[config.mk]
export PLATFORM = sky130hd
export DESIGN_NAME = dust_sensor_frame_parser_core
export DESIGN_NICKNAME = d
export VERILOG_FILES = /design/src/design/dsfp_pkg.sv /design/src/design/dsfp_parser.sv /design/src/design/dust_sensor_frame_parser_core.sv
export SDC_FILE = /design/constraint.sdc
export NUM_CORES = 1
export LEC_CHECK = 0
export ABC_AREA = 1
export BUFFER_PORTS_ARGS = -buffer_cell sky130_fd_sc_hd__buf_2
export CAP_MARGIN = 30
export CORE_MARGIN = 5
export CORE_UTILIZATION = 65
export CTS_BUF_LIST = sky130_fd_sc_hd__clkbuf_16
export CTS_CLUSTER_DIAMETER = 150
export CTS_CLUSTER_SIZE = 20
export DETAILED_ROUTE_END_ITERATION = 16
export PLACE_DENSITY = 0.86
export SETUP_SLACK_MARGIN = 0.3
export SYNTH_ARGS = -nofsm -noshare
export SYNTH_HDL_FRONTEND = slang
export SYNTH_SLANG_ARGS = --single-unit
export TNS_END_PERCENT = 5
[constraint.sdc]
create_clock -name clk -period 9.2 [get_ports clk]
set_input_delay 0.46 -clock clk [delete_from_list [all_inputs] [get_ports clk]]
set_output_delay 0.46 -clock clk [all_outputs]
set_load 0.01 [all_outputs]
[src/design/dsfp_pkg.sv]
// Package for the dust sensor frame parser.
// Holds frame constants, parser phase codes and the result record type.
// No dependencies.
`default_nettype none

package dsfp_pkg;

	localparam logic [7:0] HDR_FIRST    = 8'h42;
	localparam logic [7:0] HDR_SECOND   = 8'h4D;
	localparam logic [8:0] LEN_LIMIT    = 9'd256;
	localparam logic [8:0] LEN_FALLBACK = 9'd28;
	localparam logic [8:0] SUM_BYTES    = 9'd30;
	localparam logic [8:0] MIN_BODY     = 9'd28;
	localparam logic [8:0] POS_PM1_HI   = 9'd10;
	localparam logic [8:0] POS_PM1_LO   = 9'd11;
	localparam logic [8:0] POS_PM25_HI  = 9'd12;
	localparam logic [8:0] POS_PM25_LO  = 9'd13;
	localparam logic [8:0] POS_PM10_HI  = 9'd14;
	localparam logic [8:0] POS_PM10_LO  = 9'd15;
	localparam logic [8:0] POS_CHK_HI   = 9'd30;
	localparam logic [8:0] POS_CHK_LO   = 9'd31;
	localparam logic [8:0] POS_BODY     = 9'd4;

	localparam logic [2:0] PH_HUNT   = 3'd0;
	localparam logic [2:0] PH_HDR2   = 3'd1;
	localparam logic [2:0] PH_LEN_HI = 3'd2;
	localparam logic [2:0] PH_LEN_LO = 3'd3;
	localparam logic [2:0] PH_BODY   = 3'd4;

	typedef struct packed {
		logic        valid;
		logic [15:0] pm1_value;
		logic [15:0] pm25_value;
		logic [15:0] pm10_value;
		logic        checksum_ok;
		logic [8:0]  frame_length;
	} frame_result_t;

endpackage

`default_nettype wire

[src/design/dsfp_parser.sv]
// Frame parser state machine: header hunt, length, body capture and checksum.
// Consumes one byte per enabled cycle and flags a result on the closing byte.
// Depends on dsfp_pkg.
`default_nettype none

module dsfp_parser (
	input  wire logic                   clk,
	input  wire logic                   arst_n,
	input  wire logic                   byte_en,
	input  wire logic [7:0]             byte_data,
	output dsfp_pkg::frame_result_t     result
);
	import dsfp_pkg::*;

	logic [2:0]  phase_q, phase_d;
	logic [8:0]  len_q, len_d;
	logic [8:0]  pos_q, pos_d;
	logic [15:0] sum_q, sum_d;
	logic [15:0] chk_q, chk_d;
	logic [15:0] pm1_q, pm1_d;
	logic [15:0] pm25_q, pm25_d;
	logic [15:0] pm10_q, pm10_d;
	logic        emit;
	logic [15:0] len_raw;
	logic [9:0]  pos_inc;
	logic [15:0] sum_add;

	assign len_raw = {len_q[7:0], byte_data};
	assign pos_inc = {1'b0, pos_q} + 10'd1;
	assign sum_add = sum_q + {8'd0, byte_data};

	always_comb begin
		phase_d = phase_q;
		len_d   = len_q;
		pos_d   = pos_q;
		sum_d   = sum_q;
		chk_d   = chk_q;
		pm1_d   = pm1_q;
		pm25_d  = pm25_q;
		pm10_d  = pm10_q;
		emit    = 1'b0;
		case (phase_q)
			PH_HDR2: begin
				if (byte_data == HDR_SECOND) begin
					sum_d   = sum_add;
					phase_d = PH_LEN_HI;
				end else begin
					phase_d = PH_HUNT;
				end
			end
			PH_LEN_HI: begin
				len_d   = {1'b0, byte_data};
				sum_d   = sum_add;
				phase_d = PH_LEN_LO;
			end
			PH_LEN_LO: begin
				len_d   = (len_raw > {7'd0, LEN_LIMIT}) ? LEN_FALLBACK : len_raw[8:0];
				sum_d   = sum_add;
				pos_d   = POS_BODY;
				phase_d = PH_BODY;
				if (len_d == 9'd0) begin
					emit    = 1'b1;
					phase_d = PH_HUNT;
				end
			end
			PH_BODY: begin
				if (pos_q < SUM_BYTES)
					sum_d = sum_add;
				case (pos_q)
					POS_PM1_HI:  pm1_d  = {byte_data, pm1_q[7:0]};
					POS_PM1_LO:  pm1_d  = {pm1_q[15:8], byte_data};
					POS_PM25_HI: pm25_d = {byte_data, pm25_q[7:0]};
					POS_PM25_LO: pm25_d = {pm25_q[15:8], byte_data};
					POS_PM10_HI: pm10_d = {byte_data, pm10_q[7:0]};
					POS_PM10_LO: pm10_d = {pm10_q[15:8], byte_data};
					POS_CHK_HI:  chk_d  = {byte_data, chk_q[7:0]};
					POS_CHK_LO:  chk_d  = {chk_q[15:8], byte_data};
					default: ;
				endcase
				pos_d = pos_inc[8:0];
				if (pos_inc >= ({1'b0, len_q} + 10'd4)) begin
					emit    = 1'b1;
					phase_d = PH_HUNT;
				end
			end
			default: begin
				phase_d = PH_HUNT;
				if (byte_data == HDR_FIRST) begin
					sum_d   = {8'd0, byte_data};
					chk_d   = 16'd0;
					pm1_d   = 16'd0;
					pm25_d  = 16'd0;
					pm10_d  = 16'd0;
					len_d   = 9'd0;
					pos_d   = 9'd0;
					phase_d = PH_HDR2;
				end
			end
		endcase
	end

	always_ff @(posedge clk or negedge arst_n) begin
		if (!arst_n) begin
			phase_q <= PH_HUNT;
			len_q   <= 9'd0;
			pos_q   <= 9'd0;
			sum_q   <= 16'd0;
			chk_q   <= 16'd0;
			pm1_q   <= 16'd0;
			pm25_q  <= 16'd0;
			pm10_q  <= 16'd0;
		end else if (byte_en) begin
			phase_q <= phase_d;
			len_q   <= len_d;
			pos_q   <= pos_d;
			sum_q   <= sum_d;
			chk_q   <= chk_d;
			pm1_q   <= pm1_d;
			pm25_q  <= pm25_d;
			pm10_q  <= pm10_d;
		end
	end

	always_comb begin
		result.valid        = byte_en && emit;
		result.pm1_value    = pm1_d;
		result.pm25_value   = pm25_d;
		result.pm10_value   = pm10_d;
		result.checksum_ok  = (sum_d == chk_d) && (len_d >= MIN_BODY);
		result.frame_length = len_d;
	end

	a_result_needs_byte: assert property (@(posedge clk) disable iff (!arst_n)
		result.valid |-> byte_en)
		else $error("result flagged without a consumed byte");

	a_hunt_after_result: assert property (@(posedge clk) disable iff (!arst_n)
		result.valid |=> (phase_q == PH_HUNT))
		else $error("parser did not return to hunting after a frame");

	a_ok_needs_full_frame: assert property (@(posedge clk) disable iff (!arst_n)
		(result.valid && result.checksum_ok) |-> (result.frame_length >= MIN_BODY))
		else $error("checksum accepted on a short frame");

endmodule

`default_nettype wire

[src/design/dust_sensor_frame_parser_core.sv]
// Top level of the dust sensor frame parser: stream ports, input and output registers.
// Instantiates dsfp_parser; depends on dsfp_pkg.
`default_nettype none

// Takes one received sensor byte per transfer and returns one result per frame
// (header 0x42 0x4D, big-endian length, body). A new byte is accepted each cycle
// while the input register is empty or the output register is empty or being taken.
// From the byte closing a frame to its result, the byte passes one input register,
// then the parser's combinational step into the output register.
// checksum_ok is low for frames shorter than 32 bytes or with a bad checksum.
module dust_sensor_frame_parser_core (
	input  wire logic        clk,
	input  wire logic        arst_n,
	input  wire logic        s_axis_tvalid,
	output logic             s_axis_tready,
	input  wire logic [7:0]  s_axis_tdata,   // [7:0] rx_byte
	output logic             m_axis_tvalid,
	input  wire logic        m_axis_tready,
	output logic [63:0]      m_axis_tdata,   // [15:0] pm1_value, [31:16] pm25_value,
	                                         // [47:32] pm10_value, [56:48] frame_length,
	                                         // [63:57] zero
	output logic             m_axis_tuser    // checksum_ok
);
	import dsfp_pkg::*;

	logic          valid_s1;
	logic [7:0]    byte_s1;
	logic          advance;
	logic          out_valid_q;
	logic [15:0]   pm1_q;
	logic [15:0]   pm25_q;
	logic [15:0]   pm10_q;
	logic          ok_q;
	logic [8:0]    flen_q;
	frame_result_t res;

	assign advance       = !out_valid_q || m_axis_tready;
	assign s_axis_tready = !valid_s1 || advance;

	always_ff @(posedge clk or negedge arst_n) begin
		if (!arst_n)
			valid_s1 <= 1'b0;
		else if (s_axis_tready)
			valid_s1 <= s_axis_tvalid;
	end

	always_ff @(posedge clk) begin
		if (s_axis_tready && s_axis_tvalid)
			byte_s1 <= s_axis_tdata;
	end

	dsfp_parser u_parser (
		.clk       (clk),
		.arst_n    (arst_n),
		.byte_en   (valid_s1 && advance),
		.byte_data (byte_s1),
		.result    (res)
	);

	always_ff @(posedge clk or negedge arst_n) begin
		if (!arst_n)
			out_valid_q <= 1'b0;
		else if (advance)
			out_valid_q <= res.valid;
	end

	always_ff @(posedge clk) begin
		if (advance && res.valid) begin
			pm1_q  <= res.pm1_value;
			pm25_q <= res.pm25_value;
			pm10_q <= res.pm10_value;
			ok_q   <= res.checksum_ok;
			flen_q <= res.frame_length;
		end
	end

	assign m_axis_tvalid = out_valid_q;
	assign m_axis_tdata  = {7'd0, flen_q, pm10_q, pm25_q, pm1_q};
	assign m_axis_tuser  = ok_q;

	a_stall_only_on_full_output: assert property (@(posedge clk) disable iff (!arst_n)
		!s_axis_tready |-> (valid_s1 && out_valid_q && !m_axis_tready))
		else $error("input stalled without a blocked result");

	a_result_reaches_output: assert property (@(posedge clk) disable iff (!arst_n)
		(advance && res.valid) |=> out_valid_q)
		else $error("parser result lost before the output register");

	a_held_byte_stays: assert property (@(posedge clk) disable iff (!arst_n)
		(valid_s1 && !advance) |=> (valid_s1 && $stable(byte_s1)))
		else $error("stalled input byte changed");

endmodule

`default_nettype wire
* Word-level counts from Yosys, hierarchy flattened
Cells that the tools add are included. Widths: inputs -> output; s select.
Word-level totals: register bits after elaboration 169, input bits 12, output and inout bits 67, logic and storage cells 86
Operators by class: add/subtract/negate cells 3, bitwise logic cells 1, reduce and logical (&&, ||, !) cells 17, $lt $le $gt $ge 4, equality and inequality tests 16, multiplexer cells 29
Operators by type and width (number):
- $pmux 16 s2 | 8
- $mux 16 | 7
- $eq 9x4->1 const B | 6
- $pmux 9 s3 | 2
- $pmux 16 s3 | 1
- $mux 9 | 3
- $eq 9x5->1 const B | 2
- $add 16x8->16 | 1
- $eq 16x16->1 | 1
- $eq 8x7->1 const B | 2
- $gt 16x9->1 const B | 1
- $pmux 3 s4 | 1
- $add 9x1->10 const B | 1
- $add 9x3->10 const B | 1
- $ge 10x10->1 | 1
- $ge 9x5->1 const B | 1
- $logic_not 9->1 | 1
- $lt 9x5->1 const B | 1
- $eq 3x2->1 const B | 2
- $mux 3 | 2
- $reduce_or 2->1 | 3
- $logic_and 1x1->1 | 5
- $eq 3x1->1 const B | 1
- $eq 3x3->1 const B | 1
- 11 further kinds | 15

* Longest topological paths before layout
depth after elaboration 7, mapped depth 17, mapped depth without buffers 17

* Cells and area by module
Synthesis repeated with hierarchy kept, for this count alone.
Unflattened totals: cell total of the unflattened synthesis 1261, area, all modules 9743.1 um^2
By module, submodules not included:
- dsfp_parser | times used 1, sequential area each 2527.4 um^2, area an instance 7598.5 um^2, cells each 1172
- dust_sensor_frame_parser_core | times used 1, sequential area each 2031.9 um^2, area an instance 2144.6 um^2, cells each 89

* Worst setup path after synthesis
No wires, ideal clock.
path type reg2reg, start reg u_parser.pos_q[0], end reg flen_q[0], enable pin, arrival 4711 ps, stages on the path, launching flop included 18, slack 4015 ps, data required time 8726 ps, path buffers 0, library setup time 474 ps, period minus slack after synthesis 5185 ps, path through dfrtp_1 > ha_1 > inv_1 > nor2_1 > inv_1 > nor3_1 > nand2_1 > xor2_1 > inv_1 > ha_1 > nand2_1 > nor2_1 > o211ai_1 > nand3_1 > nand2_1 > o31ai_1 > inv_1 > nor2_1
Between the ends: longest elaborated chain between the ends 6
Ends and longest elaborated chain:
- start, declared | RTL line dsfp_parser.sv:17 | logic [8:0] pos_q, pos_d;
- start signal, assigned | RTL line dsfp_parser.sv:115 | pos_q <= pos_d;
- $add 9x1->10 | RTL line dsfp_parser.sv:29 | assign pos_inc = {1'b0, pos_q} + 10'd1;
- $ge 10x10->1 | RTL line dsfp_parser.sv:81 | if (pos_inc >= ({1'b0, len_q} + 10'd4)) begin
- $mux 1 | RTL line dsfp_parser.sv:81
- $pmux 1 s2 | RTL line dsfp_parser.sv:42 | case (phase_q)
- $logic_and 1x1->1 | RTL line dsfp_parser.sv:125 | result.valid = byte_en && emit;
- $logic_and 1x1->1 | RTL line dust_sensor_frame_parser_core.sv:68 | if (advance && res.valid) begin
- end signal, assigned | RTL line dust_sensor_frame_parser_core.sv:73 | flen_q <= res.frame_length;
- end, declared | RTL line dust_sensor_frame_parser_core.sv:34 | logic [8:0] flen_q;
No other way between the ends. A chain may end at the register's enable or synchronous reset.

* Worst setup path after layout
start reg u_parser.pos_q[0], end reg pm1_q[0], enable pin
Between the ends: longest elaborated chain between the ends 6
Ends and longest elaborated chain:
- $add 9x1->10 | RTL line dsfp_parser.sv:29
- $ge 10x10->1 | RTL line dsfp_parser.sv:81
- $mux 1 | RTL line dsfp_parser.sv:81
- $pmux 1 s2 | RTL line dsfp_parser.sv:42
- $logic_and 1x1->1 | RTL line dsfp_parser.sv:125
- $logic_and 1x1->1 | RTL line dust_sensor_frame_parser_core.sv:68
- end signal, assigned | RTL line dust_sensor_frame_parser_core.sv:69 | pm1_q <= res.pm1_value;
- end, declared | RTL line dust_sensor_frame_parser_core.sv:30 | logic [15:0] pm1_q;
No other way between the ends.

==> results.toml <==
[run_status]
status = "complete, no violations"

[floorplan]
die-area_mm2 = 0.0171
start_util_pct = 65.5
die_height_um = 131
core_area_mm2 = 0.0144
fp-row-count = 44
die_w_um = 131
ios = 79

[synth]
synth_cells = 1137
muxShareOfSynthArea_pct = 0
synth_adder_area_share_pct = 3.52
ys_types = 49
ys_ff_latch = 169
synthTopCellsByArea = "dfrtp_1 27%, edfxtp_1 21%, nand2_1 14%, o21ai_0 5.5%, inv_1 5.1%"
synth_compound_area_share_pct = 14.1
yosysTopAreaCell = "dfrtp_1"
seq_area_frac_synth_pct = 48.2
synth-simple-area-share_pct = 24.7
synth.avg_cell_area_um2 = 8.31
synth_top_family_by_area = "simple AND/OR/NAND/NOR gates"
yosysWarnings = 0
synth.cell_area_mm2 = 0.00945
synth_top_area_share_pct = 27.3
synthXorXnorAreaFrac_pct = 1.30

[timing]
rsz0062_at_grt = "false"
finalSetupViolCount = 0
worst_pin_slew_ns = 0.811
final.setup.tns_ns = 0
finalHoldViolCount = 0
period_share_pct = 42.4
fin_skew_ns = 0.00798
slew_headroom_pct = 45.9
post-route-min-period_ns = 3.90
slew_violations = 0
fmax_mhz = 256

[worst_setup_path]
endpoint_kind = "register"
critPathRequiredTime_ns = 9.26
crit_arrival_ns = 3.97
r2r_slack_ns = 5.30
critPathMaxFanout = 58
critPathKind = "register to register"
cp-start-kind = "register"

[finish]
drive_above_1_share_pct = 13.6
regArea_mm2 = 0.00456
nets = 1240
post-route-util_pct = 73.1
mostFrequentLayoutCells = "352 x nand2_1, 129 x inv_1, 103 x o21ai_0, 103 x dfrtp_1, 71 x buf_2"
final_area_mm2 = 0.0105
synthToLayoutAreaGrowth_pct = 11.6
layout_commonest_cell = "nand2_1"
n_antenna_cell = 0
nFillCells = 1056
multiInputGateArea_mm2 = 0.00417
final_cells = 1399

[clock_network]
htreeDepth = 4
clkSlewWorstSetupHoldPaths_ns = 0.07
holdBufCountCts = 1
cts_setup_buffers = 0
cts_tree = "built"
cts.sinks = 169
numCtsBuffers = 17
root_buffer = "clkbuf_16"
cts_resized = 0
ctsLongestPathBuffers = 2
clock_latency_ns = 0.44

[placement]
dpl_cell_area_mm2 = 0.00995
place_inst = 1366
dp_hpwl_mm = 16.6
gp_congestion = 0.961
io_buffers = 71

[global_route]
track_usage_pct = 29.5
grt_pass1_wl_mm = 39.5
antenna_found_initial = 0
overflow = 0
grt_max_degree = 84
grt_pass1_vias = 8189

[routing]
drt_first_pass_iters = 6
drcViolationCount = 0
dr.first_iter.drc_count = 913
totalWireLength_mm = 24.2
wl_per_cell_um = 17.3
vias_per_cell = 5.97
ant_nets = 0
vias = 8351

[power_and_ir_drop]
total_power_mw = 2.88
power_density_mw_per_mm2 = 273
peakVddDrop_mv = 0.202
p_leak_nw = 4.49

[job]
drv_cap = 0

[worst_hold_path]
hold_class = "primary input to register"
-- Yosys cell counts, drive strengths merged --
master and count:
xor2 10, o31ai 1, clkbuf 17, o21ai 116, inv 141, nand4 7, buf 23, a21oi 28
or2 4, a22oi 3, o32ai 2, o22ai 5, a31oi 5, conb 1, clkinv 4, nand3b 5
and2 1, nand2 359, nor4 2, nand3 79, a21boi 1, edfxtp 66, o211ai 1, nor3 8
nor2 66, fa 1, dfrtp 103, a211oi 1, xnor2 4, ha 25, o221ai 48
-- area by class of cell --
cell class	count	share of cell area, %
clock buffer	17	4.03
clock inverter	15	1.55
inverter	145	5.23
multi-input combinational	789	39.5
sequential	169	43.2
tap	184	2.18
timing repair buffer	80	4.22
-- power breakdown --
part	internal [mW]	switching (mW)	total, mW
registers	0.887	0.0984	0.986
clock network	0.406	0.320	0.726
logic	0.339	0.830	1.17
total	1.63	1.25	2.88
-- through the flow --
stage / worst slack [ns] / hold WS (ns)
6_report: 5.30 / 0.198
5_1_grt: 5.03 / 0.188
4_1_cts: 5.34 / 0.197
3_5_place_dp: 5.48 / 0.379
3_3_place_gp: 5.66 / 0.379
2_1_floorplan: 4.02 / 0.164
-- final timing paths --
path / from / to / depth (start not counted)
max in group asynchronous: arst_n / u_parser.sum_q[14] / 4
worst max register to register: u_parser.pos_q[0] / pm1_q[0] / 18
min in group asynchronous: arst_n / u_parser.pm25_q[1] / 2
worst max-delay path: u_parser.pos_q[0] / pm1_q[0] / 18
worst min register to register: u_parser.chk_q[4] / u_parser.chk_q[4] / 2
worst min-delay path: s_axis_tdata[0] / byte_s1[0] / 1
-- sequential cells by signal, summed over array words and instances, names as in the netlist --
| register | count |
|---|---|
| u_parser.pos_q | 9 |
| pm25_q | 16 |
| u_parser.len_q | 9 |
| m_axis_tuser | 1 |
| pm10_q | 16 |
| byte_s1 | 8 |
| u_parser.pm25_q | 16 |
| u_parser.pm10_q | 16 |
| u_parser.chk_q | 16 |
| m_axis_tvalid | 1 |
| pm1_q | 16 |
| u_parser.phase_q | 3 |
| valid_s1 | 1 |
| flen_q | 9 |
| u_parser.sum_q | 16 |
| u_parser.pm1_q | 16 |
-- logic make-up after synthesis --
group                    Yosys count
flip-flops                       169
other                              1
XOR/XNOR                          14
AO/OA/AOI/OAI                    211
buffers and inverters            185
adder cells (fa/ha/maj)           26
AND/OR/NAND/NOR                  531
-- worst max-delay path, stage by stage (launching register included) --
cell and delay [ns]:
dfrtp_1 0.45, ha_1 0.31, inv_1 0.14, nor2_1 0.13, inv_1 0.08, nor3_1 0.24, nand2_1 0.12, xor2_1 0.23
inv_1 0.08, ha_1 0.31, nand2_1 0.07, nor2_1 0.14, o211ai_1 0.11, nand3_1 0.11, nand2_1 0.06, o31ai_1 0.06
inv_1 0.13, nor2_4 0.09, buf_4 0.64
-- metal layers --
metal / GRT usage [%] / part of all wire, %
met1: 37.6 / 39
met2: 48.1 / 47
met3: 6.54 / 8.8
met5: 0 / 0
met4: 14.0 / 4.4
Note: power is estimated with default switching activity, not from simulation.
